### src/parallel_link_rx_deframer_macros.svh
// Assertion helpers for the deframer. Both expect clk and rst_n in scope.
`ifndef PARALLEL_LINK_RX_DEFRAMER_MACROS_SVH
`define PARALLEL_LINK_RX_DEFRAMER_MACROS_SVH

// Consequent must hold in the same cycle as the antecedent.
`define PLDF_ASSERT_IMP(lbl, ante, cons) \
  lbl: assert property (@(posedge clk) disable iff (!rst_n) (ante) |-> (cons)) \
    else $error("deframer check failed");

// Consequent must hold in the cycle after the antecedent.
`define PLDF_ASSERT_NEXT(lbl, ante, cons) \
  lbl: assert property (@(posedge clk) disable iff (!rst_n) (ante) |=> (cons)) \
    else $error("deframer check failed");

`endif

### src/pldf_pkg.sv
package pldf_pkg;

  localparam int HEADER_BYTES     = 14;
  localparam int ADDRESS_BYTES    = 6;
  localparam int COMPRESSED_BYTES = 4;
  localparam int HDR_IDX_W        = 4;
  localparam int CFG_INDEX_W      = 2;
  localparam int CFG_DATA_W       = 40;

  localparam logic [7:0]  TYPE_FULL        = 8'hfd;
  localparam logic [7:0]  TYPE_COMPRESSED  = 8'hfc;
  localparam logic [15:0] MIN_LENGTH       = 16'd14;
  localparam logic [15:0] MAX_LENGTH_RESET = 16'd1600;

  localparam logic [CFG_INDEX_W-1:0] CFG_MAX_LENGTH     = 2'd0;
  localparam logic [CFG_INDEX_W-1:0] CFG_STATION_PREFIX = 2'd1;

  typedef enum logic [2:0] {
    ST_OK       = 3'd0,
    ST_CKSUM    = 3'd1,
    ST_BAD_LEN  = 3'd2,
    ST_BAD_TYPE = 3'd3,
    ST_TIMEOUT  = 3'd4
  } status_t;

  // One access to the header store: a write port and a read port.
  typedef struct packed {
    logic                 we;
    logic [HDR_IDX_W-1:0] waddr;
    logic [7:0]           wdata;
    logic                 re;
    logic [HDR_IDX_W-1:0] raddr;
  } mem_req_t;

  // True for header positions that a compressed header takes from the prefix.
  function automatic logic is_prefix_pos(input logic [HDR_IDX_W-1:0] pos);
    return (pos != HDR_IDX_W'(ADDRESS_BYTES - 1)) && (pos < HDR_IDX_W'(2 * ADDRESS_BYTES - 1));
  endfunction

  // Prefix byte for a destination or source address position.
  function automatic logic [7:0] prefix_byte(input logic [CFG_DATA_W-1:0] prefix,
                                             input logic [HDR_IDX_W-1:0] pos);
    logic [HDR_IDX_W-1:0] k;
    logic [7:0]           b;
    k = (pos < HDR_IDX_W'(ADDRESS_BYTES)) ? pos : HDR_IDX_W'(pos - HDR_IDX_W'(ADDRESS_BYTES));
    case (k)
      4'd0:    b = prefix[39:32];
      4'd1:    b = prefix[31:24];
      4'd2:    b = prefix[23:16];
      4'd3:    b = prefix[15:8];
      4'd4:    b = prefix[7:0];
      default: b = 8'h00;
    endcase
    return b;
  endfunction

endpackage

### src/pldf_hdr_mem.sv
module pldf_hdr_mem
  import pldf_pkg::*;
(
  input  logic     clk,
  input  mem_req_t req,
  output logic [7:0] rd_data
);

  logic [7:0] mem [HEADER_BYTES];
  logic [7:0] rd_data_r;

  // Read data stays put until the next read is issued.
  always_ff @(posedge clk) begin
    if (req.we) begin
      mem[req.waddr] <= req.wdata;
    end
    if (req.re) begin
      rd_data_r <= mem[req.raddr];
    end
  end

  assign rd_data = rd_data_r;

endmodule

### src/pldf_parser.sv
module pldf_parser
  import pldf_pkg::*;
(
  input  logic                  clk,
  input  logic                  rst_n,
  input  logic                  in_valid,
  output logic                  in_ready,
  input  logic [7:0]            rx_byte,
  input  logic                  timed_out,
  input  logic [15:0]           max_length,
  input  logic [CFG_DATA_W-1:0] station_prefix,
  output mem_req_t              mem_req,
  input  logic [7:0]            mem_rd_data,
  output logic                  out_valid,
  input  logic                  out_ready,
  output logic [7:0]            out_byte,
  output logic                  is_data,
  output logic                  last,
  output status_t               status,
  output logic [15:0]           frame_length
);

  typedef enum logic [2:0] {
    S_IDLE, S_LEN_HI, S_LEN_LO, S_HEADER, S_BURST, S_DATA, S_CHECK
  } state_t;

  state_t               state_r, state_nxt;
  logic                 comp_r, comp_nxt;
  logic [15:0]          len_r, len_nxt;
  logic [15:0]          rem_r, rem_nxt;
  logic [7:0]           sum_r, sum_nxt;
  logic [HDR_IDX_W-1:0] hidx_r, hidx_nxt;
  logic [HDR_IDX_W-1:0] rd_idx_r, rd_idx_nxt;
  logic                 rd_pend_r, rd_pend_nxt;

  logic                 ovalid_r, ovalid_nxt;
  logic [7:0]           obyte_r, obyte_nxt;
  logic                 odata_r, odata_nxt;
  logic                 olast_r, olast_nxt;
  status_t              ostat_r, ostat_nxt;
  logic [15:0]          olen_r, olen_nxt;

  logic                 emit_ok, acc, go_idle, consume;
  logic [HDR_IDX_W-1:0] hdr_last, wpos;
  logic [7:0]           hdr_byte;

  assign emit_ok  = !ovalid_r || out_ready;
  assign in_ready = (state_r != S_BURST) && emit_ok;
  assign acc      = in_valid && in_ready;
  assign hdr_last = comp_r ? HDR_IDX_W'(COMPRESSED_BYTES - 1) : HDR_IDX_W'(HEADER_BYTES - 1);
  assign consume  = (state_r == S_BURST) && rd_pend_r && emit_ok;
  assign hdr_byte = (comp_r && is_prefix_pos(hidx_r)) ? prefix_byte(station_prefix, hidx_r)
                                                      : mem_rd_data;

  always_comb begin
    priority if (!comp_r) begin
      wpos = hidx_r;
    end else if (hidx_r == '0) begin
      wpos = HDR_IDX_W'(ADDRESS_BYTES - 1);
    end else if (hidx_r == HDR_IDX_W'(1)) begin
      wpos = HDR_IDX_W'(2 * ADDRESS_BYTES - 1);
    end else begin
      wpos = HDR_IDX_W'(2 * ADDRESS_BYTES) + {{(HDR_IDX_W-1){1'b0}}, hidx_r[0]};
    end
  end

  always_comb begin
    state_nxt   = state_r;
    comp_nxt    = comp_r;
    len_nxt     = len_r;
    rem_nxt     = rem_r;
    sum_nxt     = sum_r;
    hidx_nxt    = hidx_r;
    rd_idx_nxt  = rd_idx_r;
    rd_pend_nxt = rd_pend_r;
    ovalid_nxt  = ovalid_r && !out_ready;
    obyte_nxt   = obyte_r;
    odata_nxt   = odata_r;
    olast_nxt   = olast_r;
    ostat_nxt   = ostat_r;
    olen_nxt    = olen_r;
    mem_req     = '0;
    go_idle     = 1'b0;

    if (acc) begin
      if (timed_out) begin
        ovalid_nxt = 1'b1; obyte_nxt = 8'h00; odata_nxt = 1'b0; olast_nxt = 1'b1;
        ostat_nxt  = ST_TIMEOUT; olen_nxt = len_r;
        go_idle    = 1'b1;
      end else begin
        unique case (state_r)
          S_IDLE: begin
            if (rx_byte == TYPE_FULL || rx_byte == TYPE_COMPRESSED) begin
              comp_nxt  = (rx_byte == TYPE_COMPRESSED);
              state_nxt = S_LEN_HI;
            end else begin
              ovalid_nxt = 1'b1; obyte_nxt = 8'h00; odata_nxt = 1'b0; olast_nxt = 1'b1;
              ostat_nxt  = ST_BAD_TYPE; olen_nxt = len_r;
              go_idle    = 1'b1;
            end
          end
          S_LEN_HI: begin
            len_nxt   = {rx_byte, 8'h00};
            state_nxt = S_LEN_LO;
          end
          S_LEN_LO: begin
            len_nxt   = {len_r[15:8], rx_byte};
            hidx_nxt  = '0;
            state_nxt = S_HEADER;
          end
          S_HEADER: begin
            mem_req.we    = 1'b1;
            mem_req.waddr = wpos;
            mem_req.wdata = rx_byte;
            hidx_nxt      = hidx_r + HDR_IDX_W'(1);
            if (hidx_r == hdr_last) begin
              if (len_r < MIN_LENGTH || len_r > max_length) begin
                ovalid_nxt = 1'b1; obyte_nxt = 8'h00; odata_nxt = 1'b0; olast_nxt = 1'b1;
                ostat_nxt  = ST_BAD_LEN; olen_nxt = len_r;
                go_idle    = 1'b1;
              end else begin
                hidx_nxt    = '0;
                rd_idx_nxt  = '0;
                rd_pend_nxt = 1'b0;
                sum_nxt     = 8'h00;
                rem_nxt     = len_r - MIN_LENGTH;
                state_nxt   = S_BURST;
              end
            end
          end
          S_DATA: begin
            ovalid_nxt = 1'b1; obyte_nxt = rx_byte; odata_nxt = 1'b1; olast_nxt = 1'b0;
            ostat_nxt  = ST_OK; olen_nxt = len_r;
            sum_nxt    = sum_r + rx_byte;
            rem_nxt    = rem_r - 16'd1;
            if (rem_r == 16'd1) begin
              state_nxt = S_CHECK;
            end
          end
          S_CHECK: begin
            ovalid_nxt = 1'b1; obyte_nxt = 8'h00; odata_nxt = 1'b0; olast_nxt = 1'b1;
            ostat_nxt  = (sum_r == rx_byte) ? ST_OK : ST_CKSUM;
            olen_nxt   = len_r;
            go_idle    = 1'b1;
          end
          default: begin
          end
        endcase
      end
    end

    // Header replay: one read in flight; with a read pending, reads stop while the output holds.
    if (state_r == S_BURST) begin
      if (consume) begin
        ovalid_nxt = 1'b1; obyte_nxt = hdr_byte; odata_nxt = 1'b1; olast_nxt = 1'b0;
        ostat_nxt  = ST_OK; olen_nxt = len_r;
        sum_nxt    = sum_r + hdr_byte;
        hidx_nxt   = hidx_r + HDR_IDX_W'(1);
        if (hidx_r == HDR_IDX_W'(HEADER_BYTES - 1)) begin
          hidx_nxt  = '0;
          state_nxt = (rem_r != 16'd0) ? S_DATA : S_CHECK;
        end
      end
      if ((!rd_pend_r || consume) && rd_idx_r != HDR_IDX_W'(HEADER_BYTES)) begin
        mem_req.re    = 1'b1;
        mem_req.raddr = rd_idx_r;
        rd_idx_nxt    = rd_idx_r + HDR_IDX_W'(1);
        rd_pend_nxt   = 1'b1;
      end else if (consume) begin
        rd_pend_nxt = 1'b0;
      end
    end

    if (go_idle) begin
      state_nxt = S_IDLE;
      comp_nxt  = 1'b0;
      len_nxt   = 16'd0;
      rem_nxt   = 16'd0;
      sum_nxt   = 8'h00;
      hidx_nxt  = '0;
    end
  end

  always_ff @(posedge clk) begin
    if (!rst_n) begin
      state_r   <= S_IDLE;
      comp_r    <= 1'b0;
      len_r     <= 16'd0;
      rem_r     <= 16'd0;
      sum_r     <= 8'h00;
      hidx_r    <= '0;
      rd_idx_r  <= '0;
      rd_pend_r <= 1'b0;
      ovalid_r  <= 1'b0;
    end else begin
      state_r   <= state_nxt;
      comp_r    <= comp_nxt;
      len_r     <= len_nxt;
      rem_r     <= rem_nxt;
      sum_r     <= sum_nxt;
      hidx_r    <= hidx_nxt;
      rd_idx_r  <= rd_idx_nxt;
      rd_pend_r <= rd_pend_nxt;
      ovalid_r  <= ovalid_nxt;
    end
    obyte_r <= obyte_nxt;
    odata_r <= odata_nxt;
    olast_r <= olast_nxt;
    ostat_r <= ostat_nxt;
    olen_r  <= olen_nxt;
  end

  assign out_valid    = ovalid_r;
  assign out_byte     = obyte_r;
  assign is_data      = odata_r;
  assign last         = olast_r;
  assign status       = ostat_r;
  assign frame_length = olen_r;

endmodule

### src/parallel_link_rx_deframer.sv
// A data, status or error beat is registered and shows in the cycle after its input beat;
// the 14 header beats of a good frame follow its last header byte via the store's read register.
// Throughput: one link byte per cycle while the output does not stall, except that the last header
// byte of a good frame starts a replay of the header store, one byte per cycle while the output does
// not stall; input is held off for the whole replay.
// Reset: rst_n is synchronous and active low; parser state clears, max_length returns to 1600
// and station_prefix to zero. The header store has no reset and needs no clearing pass.
`include "parallel_link_rx_deframer_macros.svh"

module parallel_link_rx_deframer
  import pldf_pkg::*;
(
  input  logic                   clk,
  input  logic                   rst_n,
  // Link byte stream.
  input  logic                   in_tvalid,
  output logic                   in_tready,
  input  logic [7:0]             in_tdata,   // [7:0] rx_byte
  input  logic                   in_tuser,   // [0] timed_out
  // Deframed byte and status stream.
  output logic                   out_tvalid,
  input  logic                   out_tready,
  output logic [31:0]            out_tdata,  // [7:0] out_byte, [10:8] status,
                                             // [26:11] frame_length, [31:27] zero
  output logic                   out_tuser,  // [0] is_data
  output logic                   out_tlast,  // last
  // Configuration writes.
  input  logic                   cfg_valid,
  output logic                   cfg_ready,
  input  logic [CFG_INDEX_W-1:0] cfg_index,
  input  logic [CFG_DATA_W-1:0]  cfg_data
);

  // Configuration registers; writes are taken at any time. The user must change
  // them only between frames; the block does not enforce it. The parser reads them directly.
  logic [15:0]           max_length_r;
  logic [CFG_DATA_W-1:0] station_prefix_r;

  assign cfg_ready = 1'b1;

  always_ff @(posedge clk) begin
    if (!rst_n) begin
      max_length_r     <= MAX_LENGTH_RESET;
      station_prefix_r <= '0;
    end else if (cfg_valid) begin
      unique case (cfg_index)
        CFG_MAX_LENGTH:     max_length_r     <= cfg_data[15:0];
        CFG_STATION_PREFIX: station_prefix_r <= cfg_data;
        default: begin
        end
      endcase
    end
  end

  // The parser owns the frame state and the output register. Header bytes are
  // written into the store as they arrive; once the header is complete and the
  // length passes, the parser replays the store with one read in flight. Since
  // no header byte is written during the replay, a read never meets a write to
  // the same entry, and the first read comes in the cycle after the last write.
  mem_req_t   mem_req;
  logic [7:0] mem_rd_data;
  logic [7:0] out_byte;
  status_t    status;
  logic [15:0] frame_length;

  pldf_hdr_mem u_hdr_mem (
    .clk     (clk),
    .req     (mem_req),
    .rd_data (mem_rd_data)
  );

  pldf_parser u_parser (
    .clk            (clk),
    .rst_n          (rst_n),
    .in_valid       (in_tvalid),
    .in_ready       (in_tready),
    .rx_byte        (in_tdata),
    .timed_out      (in_tuser),
    .max_length     (max_length_r),
    .station_prefix (station_prefix_r),
    .mem_req        (mem_req),
    .mem_rd_data    (mem_rd_data),
    .out_valid      (out_tvalid),
    .out_ready      (out_tready),
    .out_byte       (out_byte),
    .is_data        (out_tuser),
    .last           (out_tlast),
    .status         (status),
    .frame_length   (frame_length)
  );

  assign out_tdata = {5'b00000, frame_length, status, out_byte};

  // A beat is either a frame byte or the closing status beat, never both.
  `PLDF_ASSERT_IMP(a_last_is_status, out_tvalid, out_tlast == !out_tuser)
  // Frame byte beats carry a clean status field.
  `PLDF_ASSERT_IMP(a_data_status_ok, out_tvalid && out_tuser, out_tdata[10:8] == ST_OK)
  // A held result beat blocks new link bytes.
  `PLDF_ASSERT_IMP(a_stall_blocks_in, out_tvalid && !out_tready, !in_tready)
  // A timed-out link byte closes the frame with a timeout status on the next beat.
  `PLDF_ASSERT_NEXT(a_timeout_status, in_tvalid && in_tready && in_tuser,
                    out_tvalid && out_tlast && out_tdata[10:8] == ST_TIMEOUT)

endmodule
### config.mk
export PLATFORM = sky130hd
export DESIGN_NAME = parallel_link_rx_deframer
export DESIGN_NICKNAME = d
export VERILOG_FILES = /design/src/pldf_pkg.sv /design/src/pldf_hdr_mem.sv /design/src/pldf_parser.sv /design/src/parallel_link_rx_deframer.sv
export VERILOG_INCLUDE_DIRS = /design/src /design/src/src
export SDC_FILE = /design/constraint.sdc
export NUM_CORES = 1
export LEC_CHECK = 0
export BUFFER_PORTS_ARGS = -buffer_cell sky130_fd_sc_hd__buf_2
export CAP_MARGIN = 20
export CORE_ASPECT_RATIO = 0.6
export CORE_MARGIN = 4
export CORE_UTILIZATION = 52
export CTS_BUF_LIST = sky130_fd_sc_hd__clkbuf_4 sky130_fd_sc_hd__clkbuf_8 sky130_fd_sc_hd__clkbuf_16
export DETAILED_ROUTE_END_ITERATION = 8
export GPL_ROUTABILITY_DRIVEN = 0
export PLACE_DENSITY = 0.8
export SLEW_MARGIN = 10
export SYNTH_ARGS = -nofsm -noshare
export SYNTH_HDL_FRONTEND = slang
export SYNTH_HIERARCHICAL = 1
export SYNTH_SLANG_ARGS = --single-unit
### constraint.sdc
create_clock -name clk -period 7.4 [get_ports clk]
set_input_delay 1.11 -clock clk [delete_from_list [all_inputs] [get_ports clk]]
set_output_delay 1.11 -clock clk [all_outputs]
set_load 0.05 [all_outputs]
==> flow_metrics.py <==
metrics = {
    "cells_and_area": {
        "mostFrequentLayoutCells": "nand2_1, dfxtp_1, edfxtp_1",
        "drive_gt1_share_pct": 15.6,
        "nets": 1357,
        "area.growth.synth_to_final_pct": 10.7,
        "post-route-util_pct": 59.0,
        "layout_commonest_cell": "nand2_1",
    },
    "routing": {
        "wl_per_cell_um": 22.2,
        "drt_wl_total_um": 35500,
        "ant_nets": 0,
        "drtIter0Drc": 1725,
        "dr.pass1.iters": 7,
        "vias": 10136,
        "drc": 0,
        "avgViaCountPerCell": 6.33,
    },
    "floorplan": {
        "fp.coreArea_um2": 24300,
        "pin_count": 93,
        "dieArea_um2": 27600,
        "fp.dieW_um": 212,
        "die_y_um": 130,
        "initial_utilization_pct": 53.3,
        "std_cell_rows": 44,
    },
    "yosys": {
        "async_reset_ff_share_pct": 0,
        "synth_edf_count": 120,
        "synth_top_area_share_pct": 27.8,
        "synth_area_leaders": "edfxtp_1, dfxtp_1, nand2_1",
        "avgSynthCellArea_um2": 10.7,
        "synth_area_um2": 13000,
        "syn_inst": 1207,
        "ys_seq_area_share_pct": 49.2,
        "yosys_warnings": 6,
        "ys_types": 84,
        "synth_ff_type": "dfxtp_1",
        "ys_seq_elements": 259,
        "yosys.area.top_type": "edfxtp_1",
    },
    "timing": {
        "min_period_ns": 4.62,
        "fmax_mhz": 216,
        "fin_ws_ns": 2.78,
        "hold_viol": 0,
        "post-route-period-util_pct": 62.5,
        "maxSlewHeadroom_pct": 30.2,
        "worst_pin_slew_ns": 1.04,
        "rsz0062_at_grt": "no",
        "setup_tns_ns": 0,
        "finClkSkew_ns": 0.0137,
        "setup_viol": 0,
        "drv_slew": 0,
    },
    "worst_hold_path": {
        "holdCritStartpoint": "max_length_r[15]",
        "hold_depth": 2,
        "hold_path.class": "register to register",
        "holdPathEnd": "max_length_r[15]",
    },
    "cts": {
        "clockBufferDepth": 3,
        "ctsResizeCount": 0,
        "cts-hold-fix-buffers": 0,
        "cts_sinks": 259,
        "cts_tree": "yes",
        "clock_latency_ns": 0.53,
        "root_buffer": "clkbuf_16",
        "numCtsBuffers": 24,
        "clk_pin_slew_ns": 0.07,
        "cts_setup_buffers": 0,
        "h-tree-depth": 1,
    },
    "power_and_ir_drop": {
        "p_sw_mw": 0.670,
        "vdd_drop_max_mv": 0.129,
        "swShare_pct": 22.0,
        "p_comb_share_pct": 4.9,
        "power_density_nw_per_um2": 212,
        "intPower_mw": 2.37,
        "seq_power_share_pct": 49.6,
        "clock_power_share_pct": 45.4,
        "p_leak_nw": 5.64,
    },
    "worst_setup_path": {
        "rr_worst_depth": 14,
        "r2r_end": "u_parser/sum_r[7]",
        "crit_slowest_cell": "dfxtp_1",
        "worst_setup_path_end_kind": "register",
        "r2r-start": "u_parser/hidx_r[3]",
        "path_depth": 14,
        "critPathTopFamily": "compound AO/OA/AOI/OAI gates",
        "crit_type": "register to register",
        "crit_arrival_ns": 5.06,
        "regToRegSetupSlack_ns": 2.78,
        "worstPathMaxFanout": 17,
        "cp-start-kind": "register",
        "worst_path_largest_cell_delay_ns": 0.77,
        "cp_num_buf_inv": 0,
        "worstPathRequired_ns": 7.84,
        "path_cells": "xnor2_1 > nor3_1 > a222oi_1 > nand2_1 > a21oi_1 > o21ai_0 > ha_1 > a21oi_1 > nor2b_1 > o31a_1 > o41ai_1 > xnor2_1 > a211o_1 > a211oi_1",
    },
    "global_routing": {
        "antenna_found_initial": 1,
        "grt_pass1_wl_um": 54800,
        "grt_overflow": 0,
        "grt_max_degree": 105,
        "grtUsageTotal_pct": 25.3,
        "grt_pass1_vias": 9534,
    },
    "place": {
        "portBuffers": 86,
        "post-place-ws_ns": 2.73,
        "dpl.hpwl_um": 24700,
    },
    "outcome": {
        "status": "completed",
    },
    "run": {
        "cap_violations": 0,
    },
}
power by group through the flow:
stage	Sequential [mW]	Clock [mW]	Combinational [mW]
after global routing	1.51	1.46	0.161
after detailed placement	1.54	0	0.146
after floorplan	1.55	0	0.0981
after CTS	1.51	1.40	0.147
after global placement	1.54	0	0.143
final	1.51	1.38	0.150
registers in the layout, indices dropped and copies added (netlist names), 3 cells and up:
register	flops
u_parser/len_r	16
u_parser/state_r	3
u_hdr_mem/rd_data	8
u_parser/frame_length	16
u_parser/rd_idx_r	4
max_length_r	16
station_prefix_r	40
u_parser/status	3
u_parser/rem_r	16
u_parser/out_byte	8
u_parser/sum_r	8
u_hdr_mem/mem	112
u_parser/hidx_r	4
cell usage after synthesis, types with 10 or more instances:
master    count
mux4_1       23
and2_1       18
mux2_4       10
edfxtp_1    120
a21oi_1      79
mux2_2       14
dfxtp_1     139
clkbuf_1     36
xnor2_1      16
inv_1        31
a211oi_1     11
o221ai_1     13
mux2i_1      61
o211ai_1     16
nor2_1       71
nor4_1       12
nand3_1      51
xor2_1       14
nand2_1     172
nor3_1       21
ha_1         39
o22ai_1      14
buf_2        20
o21ai_0      33
nand4_1      10
a31oi_1      10
routing by layer:
metal | vias up | global-route usage [%] | share of wire, % | wire, µm
met2 | 648 | 35.6 | 41 | 14400
met4 | 2 | 5.34 | 2.1 | 734
li1 | 4580 | - | - | -
met3 | 78 | 7.33 | 13 | 4700
met1 | 4828 | 38.8 | 44 | 15700
met5 | - | 0 | 0.031 | 11
metrics by stage:
step                total power [mW]  hold WS (ns)  cell area (µm²)  instances
floorplan                       1.65         0.432            13000       1211
global placement                1.68         0.444            13400       1552
detailed placement              1.69         0.447            13400       1553
CTS                             3.05         0.460            14300       1597
global route                    3.13         0.488            14400       1600
finish                          3.04         0.462            14400       1601
cell type report:
cell class	instances	area (µm²)
antenna	1	2.50
clock buffer	31	712
clock inverter	13	178
fill	1973	9970
inverter	31	116
multi-input combinational	843	6000
sequential	259	6390
tap	322	403
timing repair buffer	101	561
tightest hold or removal path, cell delays in order, from the launching register on:
cell and delay, ns:
dfxtp_1 0.31, nand2_1 0.05, mux2i_1 0.05
cell families after synthesis:
group / share of synthesized area [%]
simple gates: 15.6
flops: 49.2
compound gates: 12.4
mux: 11.9
buf+inv: 4.75
fa+ha+maj: 4.07
xor+xnor: 2.03
other cells: 0.0579
how the worst max path moves through the flow:
stage	start	end	slack, ns
2_1_floorplan	out_tready	u_hdr_mem/mem[0][0]	3.74
3_3_place_gp	out_tready	u_hdr_mem/mem[0][0]	2.93
3_5_place_dp	out_tready	u_hdr_mem/mem[0][3]	2.73
4_1_cts	u_parser/hidx_r[3]	u_parser/sum_r[7]	2.90
5_1_grt	u_parser/hidx_r[3]	u_parser/sum_r[7]	2.55
6_report	u_parser/hidx_r[3]	u_parser/sum_r[7]	2.78
Power figures use the tool's default switching activity.
